--- src/design/rhs_pkg.sv ---
// package for the rail handoff sequencer: item structs, phase, result and
// command codes, opcodes and configuration register indexes
// no dependencies
`timescale 1ns / 1ps
`default_nettype none

package rhs_pkg;

    typedef enum logic [1:0] {
        OP_UPDATE = 2'd0,
        OP_START  = 2'd1,
        OP_CANCEL = 2'd2,
        OP_RESET  = 2'd3
    } t_op;

    typedef enum logic [2:0] {
        PH_IDLE = 3'd0,
        PH_SRC  = 3'd1,
        PH_EXT  = 3'd2,
        PH_WAIT = 3'd3,
        PH_RET  = 3'd4,
        PH_DST  = 3'd5,
        PH_DONE = 3'd6,
        PH_ERR  = 3'd7
    } t_phase;

    typedef enum logic [3:0] {
        RC_OK        = 4'd0,
        RC_ESTOP     = 4'd1,
        RC_TIMEOUT   = 4'd2,
        RC_SENSOR    = 4'd3,
        RC_MOVEMENT  = 4'd4,
        RC_VALVE     = 4'd5,
        RC_PARAMS    = 4'd6,
        RC_NOTREADY  = 4'd7,
        RC_COLLISION = 4'd8,
        RC_MISSING   = 4'd9
    } t_rc;

    typedef enum logic [2:0] {
        CMD_NONE       = 3'd0,
        CMD_R1_HANDOFF = 3'd1,
        CMD_R2_HANDOFF = 3'd2,
        CMD_EXTEND     = 3'd3,
        CMD_RETRACT    = 3'd4,
        CMD_R2_CELL3   = 3'd5,
        CMD_R1_CELL1   = 3'd6,
        CMD_R1_CELL2   = 3'd7
    } t_cmd;

    // direction and destination codes
    localparam logic       DIR_R1_TO_R2    = 1'b0;
    localparam logic       DIR_R2_TO_R1    = 1'b1;
    localparam logic [1:0] DEST_CELL1      = 2'd0;
    localparam logic [1:0] DEST_CELL2      = 2'd1;
    localparam logic [1:0] DEST_STAGE_AREA = 2'd2;
    localparam logic [1:0] DEST_CELL3      = 2'd3;

    // configuration register indexes
    localparam logic [1:0] CFG_PHASE_TO     = 2'd0;
    localparam logic [1:0] CFG_PHASE_TO_WC3 = 2'd1;
    localparam logic [1:0] CFG_SENSOR_TO    = 2'd2;

    localparam int unsigned CFG_W = 20;

    localparam logic [CFG_W-1:0] PHASE_TO_RST     = 20'd30000;
    localparam logic [CFG_W-1:0] PHASE_TO_WC3_RST = 20'd60000;
    localparam logic [CFG_W-1:0] SENSOR_TO_RST    = 20'd5000;

    typedef struct packed {
        logic [1:0]  opcode;
        logic        direction;
        logic [1:0]  destination;
        logic        estop_active;
        logic [2:0]  readiness;
        logic [3:0]  labware_sensors;
        logic [1:0]  cylinder_position;
        logic        move_done;
        logic [2:0]  valve_status;
        logic [31:0] now_ms;
    } t_in_item;

    typedef struct packed {
        logic [3:0] result_code;
        logic [2:0] phase;
        logic       in_progress;
        logic [2:0] command;
        logic       carrying_labware;
    } t_out_item;

endpackage

`default_nettype wire

--- src/design/rail_handoff_sequencer_core.sv ---
// rail handoff sequencer: input register, one pass of phase logic, result register
// depends on rhs_pkg
//
// usage: each input item carries one opcode (update tick, start, cancel,
// reset) together with a snapshot of time and sensors; each item gives
// exactly one result item with the result code, the phase after the item,
// the carriage or cylinder command for this item and the carry flag.
// the input channel (i_in_valid / o_in_stall) feeds an input register, the
// phase logic runs between that register and the result register, and the
// output channel (o_out_valid / i_out_stall) is driven from the result
// register. the phase logic result goes into the result register from the
// item in the input register; one item is taken every cycle while the
// receiver does not stall.
// when the receiver stalls, the result holds and the input register fills;
// after that o_in_stall rises until the result is taken.
// the user must write timeouts (i_cfg_we / i_cfg_idx / i_cfg_wdata) only while
// the block is idle (not enforced); an index beyond CFG_SENSOR_TO is ignored.
// synchronous reset (i_rst_n low) empties both registers, puts the phase at
// idle and loads the default timeouts.
`timescale 1ns / 1ps
`default_nettype none

module rail_handoff_sequencer_core
    import rhs_pkg::*;
(
    input  wire              i_clk,
    input  wire              i_rst_n,
    input  wire              i_in_valid,
    output logic             o_in_stall,
    input  t_in_item         i_in_item,
    output logic             o_out_valid,
    input  wire              i_out_stall,
    output t_out_item        o_out_item,
    input  wire              i_cfg_we,
    input  wire [1:0]        i_cfg_idx,
    input  wire [CFG_W-1:0]  i_cfg_wdata
);

    logic             r_in_valid;
    t_in_item         r_in_item;
    logic             r_out_valid;
    t_out_item        r_out_item;
    t_out_item        n_out_item;

    logic [CFG_W-1:0] r_phase_to;
    logic [CFG_W-1:0] r_phase_to_wc3;
    logic [CFG_W-1:0] r_sensor_to;

    t_phase           r_phase,  n_phase;
    t_rc              r_last,   n_last;
    logic             r_dir,    n_dir;
    logic [1:0]       r_dest,   n_dest;
    logic [31:0]      r_start,  n_start;
    logic             r_long,   n_long;

    logic             out_ready;
    logic             proc;
    logic             in_ready;

    logic [31:0]      elapsed;
    logic [CFG_W-1:0] phase_lim;
    logic             phase_exp;
    logic             sensor_exp;
    logic             active;
    logic             c1, c2, c3, ho, r1, r2, bad, src_seen;
    logic             cyl_ext, cyl_ret;
    t_rc              rc;
    t_cmd             cmd;
    logic             carry;

    assign out_ready   = !r_out_valid || !i_out_stall;
    assign proc        = r_in_valid && out_ready;
    assign in_ready    = !r_in_valid || proc;
    assign o_in_stall  = !in_ready;
    assign o_out_valid = r_out_valid;
    assign o_out_item  = r_out_item;

    assign elapsed    = r_in_item.now_ms - r_start;
    assign phase_lim  = r_long ? r_phase_to_wc3 : r_phase_to;
    assign phase_exp  = elapsed >= {12'd0, phase_lim};
    assign sensor_exp = elapsed >= {12'd0, r_sensor_to};
    assign active     = (r_phase == PH_SRC) || (r_phase == PH_EXT) || (r_phase == PH_WAIT)
                        || (r_phase == PH_RET) || (r_phase == PH_DST);

    assign c1      = r_in_item.labware_sensors[0];
    assign c2      = r_in_item.labware_sensors[1];
    assign c3      = r_in_item.labware_sensors[2];
    assign ho      = r_in_item.labware_sensors[3];
    assign r1      = c1 || c2;
    assign r2      = c3 || ho;
    assign cyl_ext = r_in_item.cylinder_position[0];
    assign cyl_ret = r_in_item.cylinder_position[1];

    // collision check for a start
    always_comb begin
        bad = (r1 && r2) || (r_in_item.direction == DIR_R1_TO_R2 && !r1)
              || (r_in_item.direction == DIR_R2_TO_R1 && !r2);
        if (!bad) begin
            if (r_in_item.direction == DIR_R2_TO_R1) begin
                if (r_in_item.destination == DEST_CELL1) begin
                    bad = c1;
                end else if (r_in_item.destination == DEST_CELL2) begin
                    bad = c2;
                end else begin
                    bad = 1'b1;
                end
            end else begin
                bad = c3;
            end
        end
    end

    // source carriage still holding labware during transfer verify
    assign src_seen = (r_dir == DIR_R1_TO_R2) ? r1 : c3;

    always_comb begin
        n_phase = r_phase;
        n_last  = r_last;
        n_dir   = r_dir;
        n_dest  = r_dest;
        n_start = r_start;
        n_long  = r_long;
        rc      = RC_OK;
        cmd     = CMD_NONE;
        carry   = 1'b0;
        case (t_op'(r_in_item.opcode))
            OP_START: begin
                if ((r_in_item.direction == DIR_R1_TO_R2
                        && r_in_item.destination != DEST_CELL3)
                    || (r_in_item.direction == DIR_R2_TO_R1
                        && r_in_item.destination == DEST_CELL3)) begin
                    n_last = RC_PARAMS;
                    rc     = RC_PARAMS;
                end else if (r_phase != PH_IDLE) begin
                    rc = RC_NOTREADY;
                end else if (r_in_item.estop_active || r_in_item.readiness != 3'b111) begin
                    n_last = RC_NOTREADY;
                    rc     = RC_NOTREADY;
                end else if (bad) begin
                    n_last = RC_COLLISION;
                    rc     = RC_COLLISION;
                end else begin
                    n_dir   = r_in_item.direction;
                    n_dest  = r_in_item.destination;
                    n_long  = (r_in_item.destination == DEST_CELL3);
                    n_phase = PH_SRC;
                    n_start = r_in_item.now_ms;
                end
            end
            OP_CANCEL: begin
                if (r_phase != PH_IDLE) begin
                    n_phase = PH_IDLE;
                    n_last  = RC_OK;
                    if (cyl_ext) begin
                        cmd = CMD_RETRACT;
                    end
                end
            end
            OP_RESET: begin
                n_phase = PH_IDLE;
                n_last  = RC_OK;
                n_start = 32'd0;
            end
            default: begin
                if (active && phase_exp) begin
                    n_phase = PH_ERR;
                    n_last  = RC_TIMEOUT;
                end else if (r_in_item.estop_active) begin
                    n_phase = PH_ERR;
                    n_last  = RC_ESTOP;
                end else begin
                    case (r_phase)
                        PH_SRC: begin
                            if (r_dir == DIR_R1_TO_R2) begin
                                cmd   = CMD_R1_HANDOFF;
                                carry = r1;
                            end else begin
                                cmd   = CMD_R2_HANDOFF;
                                carry = r2;
                            end
                            if (r_in_item.move_done) begin
                                n_phase = PH_EXT;
                                n_start = r_in_item.now_ms;
                            end
                        end
                        PH_EXT: begin
                            cmd = CMD_EXTEND;
                            if (r_in_item.valve_status != 3'd0) begin
                                n_phase = PH_ERR;
                                n_last  = RC_VALVE;
                            end else if (cyl_ext) begin
                                n_phase = PH_WAIT;
                                n_start = r_in_item.now_ms;
                            end
                        end
                        PH_WAIT: begin
                            if (sensor_exp) begin
                                if (cyl_ext) begin
                                    cmd = CMD_RETRACT;
                                end
                                n_phase = PH_ERR;
                                n_last  = RC_SENSOR;
                            end else if (ho && !src_seen) begin
                                n_phase = PH_RET;
                                n_start = r_in_item.now_ms;
                            end else if (!ho && !src_seen) begin
                                n_phase = PH_ERR;
                                n_last  = RC_MISSING;
                            end else begin
                                n_phase = PH_ERR;
                                n_last  = RC_SENSOR;
                            end
                        end
                        PH_RET: begin
                            cmd = CMD_RETRACT;
                            if (r_in_item.valve_status != 3'd0) begin
                                n_phase = PH_ERR;
                                n_last  = RC_VALVE;
                            end else if (cyl_ret) begin
                                n_phase = PH_DST;
                                n_start = r_in_item.now_ms;
                            end
                        end
                        PH_DST: begin
                            // rail two to staging has no carriage move and waits out the timeout
                            if (r_dir == DIR_R1_TO_R2) begin
                                cmd = CMD_R2_CELL3;
                            end else if (r_dest == DEST_CELL1) begin
                                cmd = CMD_R1_CELL1;
                            end else if (r_dest == DEST_CELL2) begin
                                cmd = CMD_R1_CELL2;
                            end
                            if (cmd != CMD_NONE) begin
                                carry = 1'b1;
                                if (r_in_item.move_done) begin
                                    n_phase = PH_DONE;
                                    n_last  = RC_OK;
                                end
                            end
                        end
                        PH_DONE: begin
                            n_phase = PH_IDLE;
                        end
                        default: begin
                        end
                    endcase
                end
                rc = (n_phase == PH_ERR) ? n_last : RC_OK;
            end
        endcase

        n_out_item.result_code      = rc;
        n_out_item.phase            = n_phase;
        n_out_item.in_progress      = (n_phase == PH_SRC) || (n_phase == PH_EXT)
                                      || (n_phase == PH_WAIT) || (n_phase == PH_RET)
                                      || (n_phase == PH_DST);
        n_out_item.command          = cmd;
        n_out_item.carrying_labware = carry;
    end

    // handshake and state registers
    always_ff @(posedge i_clk) begin
        if (!i_rst_n) begin
            r_in_valid     <= 1'b0;
            r_out_valid    <= 1'b0;
            r_phase        <= PH_IDLE;
            r_last         <= RC_OK;
            r_dir          <= DIR_R1_TO_R2;
            r_dest         <= DEST_CELL3;
            r_start        <= 32'd0;
            r_long         <= 1'b0;
            r_phase_to     <= PHASE_TO_RST;
            r_phase_to_wc3 <= PHASE_TO_WC3_RST;
            r_sensor_to    <= SENSOR_TO_RST;
        end else begin
            if (in_ready) begin
                r_in_valid <= i_in_valid;
            end
            if (out_ready) begin
                r_out_valid <= r_in_valid;
            end
            if (proc) begin
                r_phase <= n_phase;
                r_last  <= n_last;
                r_dir   <= n_dir;
                r_dest  <= n_dest;
                r_start <= n_start;
                r_long  <= n_long;
            end
            if (i_cfg_we) begin
                case (i_cfg_idx)
                    CFG_PHASE_TO:     r_phase_to     <= i_cfg_wdata;
                    CFG_PHASE_TO_WC3: r_phase_to_wc3 <= i_cfg_wdata;
                    CFG_SENSOR_TO:    r_sensor_to    <= i_cfg_wdata;
                    default: begin
                    end
                endcase
            end
        end
    end

    // payload registers
    always_ff @(posedge i_clk) begin
        if (in_ready && i_in_valid) begin
            r_in_item <= i_in_item;
        end
        if (proc) begin
            r_out_item <= n_out_item;
        end
    end

endmodule

`default_nettype wire

--- config.mk ---
export PLATFORM = sky130hd
export DESIGN_NAME = rail_handoff_sequencer_core
export DESIGN_NICKNAME = d
export VERILOG_FILES = /design/src/design/rhs_pkg.sv /design/src/design/rail_handoff_sequencer_core.sv
export SDC_FILE = /design/constraint.sdc
export NUM_CORES = 1
export LEC_CHECK = 0
export ABC_AREA = 0
export BUFFER_PORTS_ARGS = -buffer_cell sky130_fd_sc_hd__clkbuf_2
export CAP_MARGIN = 40
export CELL_PAD_IN_SITES_DETAIL_PLACEMENT = 0
export CELL_PAD_IN_SITES_GLOBAL_PLACEMENT = 2
export CORE_UTILIZATION = 37
export CTS_BUF_LIST = sky130_fd_sc_hd__clkbuf_16
export CTS_CLUSTER_SIZE = 10
export DETAILED_ROUTE_END_ITERATION = 7
export GPL_TIMING_DRIVEN = 0
export HOLD_SLACK_MARGIN = 0.1
export PLACE_DENSITY = 0.86
export SYNTH_ARGS = -nofsm -noshare
export SYNTH_HDL_FRONTEND = slang
export SYNTH_SLANG_ARGS = --single-unit
--- constraint.sdc ---
create_clock -name i_clk -period 6 [get_ports i_clk]
set_input_delay 1.2 -clock i_clk [delete_from_list [all_inputs] [get_ports i_clk]]
set_output_delay 1.2 -clock i_clk [all_outputs]
set_load 0.01 [all_outputs]
## Yosys cells after proc, flatten, opt, wreduce, memory -nomap -nowiden

Cells that the tools add are included.

- Equal/unequal tests: 38
- $add $sub $neg: 1
- $lt $le $gt $ge: 2
- Bitwise logic cells: 6
- Multiplexer cells: 79
- Reduce and logical (&&, ||, !) cells: 52

Operators by type and width:

| kind | number |
|---|---|
| two-way mux 32 bit | 13 |
| one-hot mux 32 bit (4 select lines) | 1 |
| one-hot mux 32 bit (3 select lines) | 1 |
| two-way mux 3 bit | 27 |
| two-way mux 4 bit | 18 |
| greater-or-equal comparator 32 x 20 -> 1 bit | 2 |
| subtractor 32 bit | 1 |
| inequality test 4 x 2 -> 1 bit (second input constant) | 6 |
| one-hot mux 4 bit (3 select lines) | 2 |
| two-way mux 20 bit | 1 |
| == test 3 bit (second input constant) | 6 |
| one-hot mux 3 bit (6 select lines) | 1 |
| logical OR 1 bit | 16 |
| AND reduction 16 bit | 1 |
| one-hot mux 3 bit (5 select lines) | 1 |
| == test 3 x 2 -> 1 bit (second input constant) | 4 |
| inequality test 2 bit (second input constant) | 6 |
| logical AND 1 bit | 10 |
| one-hot mux 3 bit (3 select lines) | 1 |
| nonzero test 3 bit | 3 |
| == test 2 x 1 -> 1 bit (second input constant) | 4 |
| == test 2 bit (second input constant) | 4 |
| logical NOT 1 bit | 8 |
| one-hot mux 4 bit (2 select lines) | 1 |
| other kinds (18) | 40 |

- Logic and storage cells: 204
- Register bits: 168
- Input bits: 78
- Output and inout port bits: 14

## Longest topological paths before layout

- Word-level depth: 20
- Mapped depth: 25
- Mapped depth without buffers: 23

## Worst setup path before layout

No wires, ideal clock.

- Kind: reg-to-reg
- Start point: reg r_in_item[1] in the netlist's numbering
- End point: reg r_out_item (netlist bit o_out_item[4]), data pin
- Cell stages (with the launch flop): 20
- Required time: 5.725 ns
- Arrival time: 4.193 ns
- Buffers on the path: 0
- Slack: 1.532 ns
- Clock period less this slack: 4.468 ns
- Cells stage by stage: edfxtp_1 > ha_1 > nor2b_1 > o2111ai_1 > nand2_1 > a21o_1 > a21oi_1 > xnor2_1 > ha_1 > and4_1 > a2111oi_0 > o21ai_0 > a211o_1 > a21oi_1 > o21a_1 > nand4_1 > o41ai_1 > a311oi_1 > nor3_1 > a21oi_1

RTL lines:

| what | line | text |
|---|---|---|
| start, declared | rail_handoff_sequencer_core.sv:40 | `t_in_item r_in_item;` |
| start signal, assigned | rail_handoff_sequencer_core.sv:305 | `r_in_item <= i_in_item;` |
| end signal, assigned | rail_handoff_sequencer_core.sv:308 | `r_out_item <= n_out_item;` |
| end, declared | rail_handoff_sequencer_core.sv:42 | `t_out_item r_out_item;` |

==> reports/results.tsv <==
metric	value	unit
die width	164.2	µm
relative slew slack	42.91	%
worst reg2reg path endpoint	o_out_item[10]	
ys flop type	dfxtp_1	
Final Cell Area	11220	µm²
# setup viols final	0	
I/O pins	92	
Post-Place Cells	1517	
critical path class	flop to flop	
dominant cell type by area after synthesis	dfxtp_1	
Slew @ Worst Pin	0.8563	ns
Distinct cells, synth	75	
endpoints failing hold	0	
Post-synth EDFFs	63	
overall power	2.820	mW
CTS root buffer	clkbuf_16	
max-cap viol count	0	
crit path from	r_in_item[1]	
Synth top area share	21.61	%
Synth Area in Compound Gates	18.37	%
Worst Setup EP	o_out_item[10]	
DRT iter0 DRCs	593	
Post-Syn Instances	1094	
htree depth	4	
DRT Pass-1 Iters	7	
mean post-synth cell area	8.892	µm²
R2R Setup Slk	0.50	ns
main combinational cell family by area after synthesis	simple AND/OR/NAND/NOR gates	
multiplexer share of the synthesized area	5.891	%
maximum clock path buffer count	2	
Skew-Pair Late Insertion Delay	0.45	ns
cts bufs inserted	17	
async set-reset flop share out of synthesis	0	%
Setup TNS	0	ns
# diodes	0	
vias in the first global route	7942	
drt drc	0	
# Post-CTS Setup Buffers	0	
fmax	181.7	MHz
Worst Setup Slack, final	0.4979	ns
die span in y	164.2	µm
most common cell in the netlist	nand2_1	
simple-gate area share of the yosys netlist	18.80	%
critical path endpoint category	flop	
global-route wire length before repair	41580	µm
fin cells	1549	
WHS Path Cells	2	
GPL Wtd Cong	0.8934	
crit-path max cell delay	0.50	ns
Worst path most repeated cell	a21oi_1	
Post-Route WL	25700	µm
register area share after synthesis	41.05	%
synth cell count leaders	235 x nand2_1, 105 x dfxtp_1, 71 x ha_1, 70 x a21oi_1, 63 x edfxtp_1	
Vias/cell	5.274	
WL/cell	16.59	µm
CP Launch Type	flop	
Yosys warning count	0	
P&R area growth vs syn	15.36	%
GR Overflow Total	0	
Post-Syn Area	9728	µm²
crit-path cells	ha_1 -> nor2b_1 -> o2111ai_1 -> nand2_1 -> a21o_1 -> a21oi_1 -> xnor2_1 -> ha_1 -> and4_1 -> a2111oi_0 -> o21ai_0 -> a211o_1 -> a21oi_1 -> o21a_1 -> nand4_1 -> o41ai_2 -> a21oi_1 -> nor3_1 -> o21ai_0	
outcome	complete, no violations	
final HPWL from detailed placement	19720	µm
Worst-path clk slew	0.07	ns
syn_nets	1244	
fraction of layout cells with a size suffix above 1	12.06	%
Worst Clk Skew	0.02184	ns
via count	8170	
DP Area	10640	µm²
dpl ws	0.2818	ns
initial antenna violation count	0	
hold slack	0.4591	ns
HP Class	flop to flop	
RSZ-0062 raised after global routing	false	
Worst EP required	6.18	ns
Pwr Density	251.3	nW/µm²
initial core utilization	38.19	%
Yosys reg bits	168	
CP Max Fanout	4	
Final Net Count	1356	
Leakage	4.406	nW
Worst Reg-to-Reg Cells	19	
FF-to-FF Start	r_in_item[1]	
Period Utilization, post-route	91.70	%
Area contributors post-synth	dfxtp_1 22%, edfxtp_1 19%, ha_1 9.1%, nand2_1 9.1%, mux2i_1 5.7%	
Worst IR Drop VDD	0.1777	mV
GRT Total Usage	20.03	%
# rows	58	
post-layout util	44.06	%
quantity of I/O buffers inserted on ports	91	
post-route ant nets	0	
crit path time final	5.502	ns
CTS tree	yes	
clk sinks	168	
die area	26950	µm²
Crit path arrival time	5.68	ns
Slew Limit Fails	0	
core area	25470	µm²
pin count of the biggest net entering global routing	30	
adder-cell area share of the yosys netlist	9.338	%
post-synthesis xor/xnor area fraction	1.981	%
slowest CP cell	o41ai_2	
[layout by cell type, fill, tap and decap left out, types with 7 or more instances in the layout]
cell type,instances
nand2_1,235
dfxtp_1,105
clkbuf_2,91
ha_1,71
a21oi_1,70
edfxtp_1,63
inv_1,58
mux2i_1,55
nor2_1,47
o21ai_0,44
a21boi_0,44
clkbuf_1,40
nand3_1,31
clkbuf_16,18
a21o_1,16
nand4_1,15
o211ai_1,14
xnor2_1,13
nor2b_1,12
nor3_1,11
o21a_1,9
xor2_1,9
nor3b_1,8
o2111ai_1,7
nor4_1,7
a211oi_1,7
a31oi_1,7
[state kept, by name, indices dropped and copies added, names as in the netlist, 2 cells and up]
register,cells
o_out_item,12
r_start,32
r_in_item,45
r_phase,3
r_phase_to,20
r_sensor_to,20
r_phase_to_wc3,20
r_dest,2
r_last,4
[worst min-delay path by stage]
stage / from / to / slack [ns]
global placement: r_start[12] / r_start[12] / 0.44
CTS: r_start[18] / r_start[18] / 0.46
global route: r_start[9] / r_start[9] / 0.47
detailed placement: r_start[12] / r_start[12] / 0.45
floorplan: r_start[10] / r_start[10] / 0.44
finish: r_start[18] / r_start[18] / 0.46
[per-layer routing]
layer	vias up	part of all wire [%]	track usage, %
met2	165	44	31.07
met1	3837	51	28.47
met3	28	3.1	3.131
li1	4140	-	-
met5	-	0	0
met4	0	1.6	5.892
[cells by family (layout without fill, tap and decap cells)]
| logic type | after synthesis | after routing |
|---|---|---|
| multiplexers | 57 | 57 |
| AO/OA/AOI/OAI | 265 | 265 |
| AND/OR/NAND/NOR | 404 | 404 |
| adder cells (fa/ha/maj) | 72 | 72 |
| XOR/XNOR | 22 | 22 |
| buffers and inverters | 106 | 231 |
| flip-flops | 168 | 168 |
[report_power, final]
part | total [mW] | internal, mW | leakage (nW) | switching [mW]
clock network | 1.10 | 0.574 | 0.293 | 0.528
registers | 1.26 | 1.23 | 1.47 | 0.0282
logic | 0.458 | 0.181 | 2.64 | 0.277
total | 2.82 | 1.99 | 4.41 | 0.833
[cell type report]
| cell class | count | area [µm²] |
|---|---|---|
| multi-input combinational | 820 | 5305 |
| fill | 2516 | 14250 |
| sequential | 168 | 3994 |
| buffer | 49 | 230.2 |
| clock inverter | 14 | 128.9 |
| timing repair buffer | 93 | 486.7 |
| inverter | 57 | 214.0 |
| clock buffer | 18 | 450.4 |
| tap | 330 | 412.9 |
[repair_timing]
action                                  in CTS  in global routing
endpoints found under the setup margin       0                  4
gates resized for setup                      0                  1
hold buffers                                 0                  0
[worst max-delay path, delay by kind of cell, from the launching register on]
| kind | cells | cell delay, ns |
|---|---|---|
| XOR/XNOR | 1 | 0.22 |
| adder cells (fa/ha/maj) | 2 | 0.63 |
| flip-flops | 1 | 0.46 |
| AND/OR/NAND/NOR | 5 | 1.01 |
| AO/OA/AOI/OAI | 11 | 2.92 |
Power figures use the tool's default switching activity.
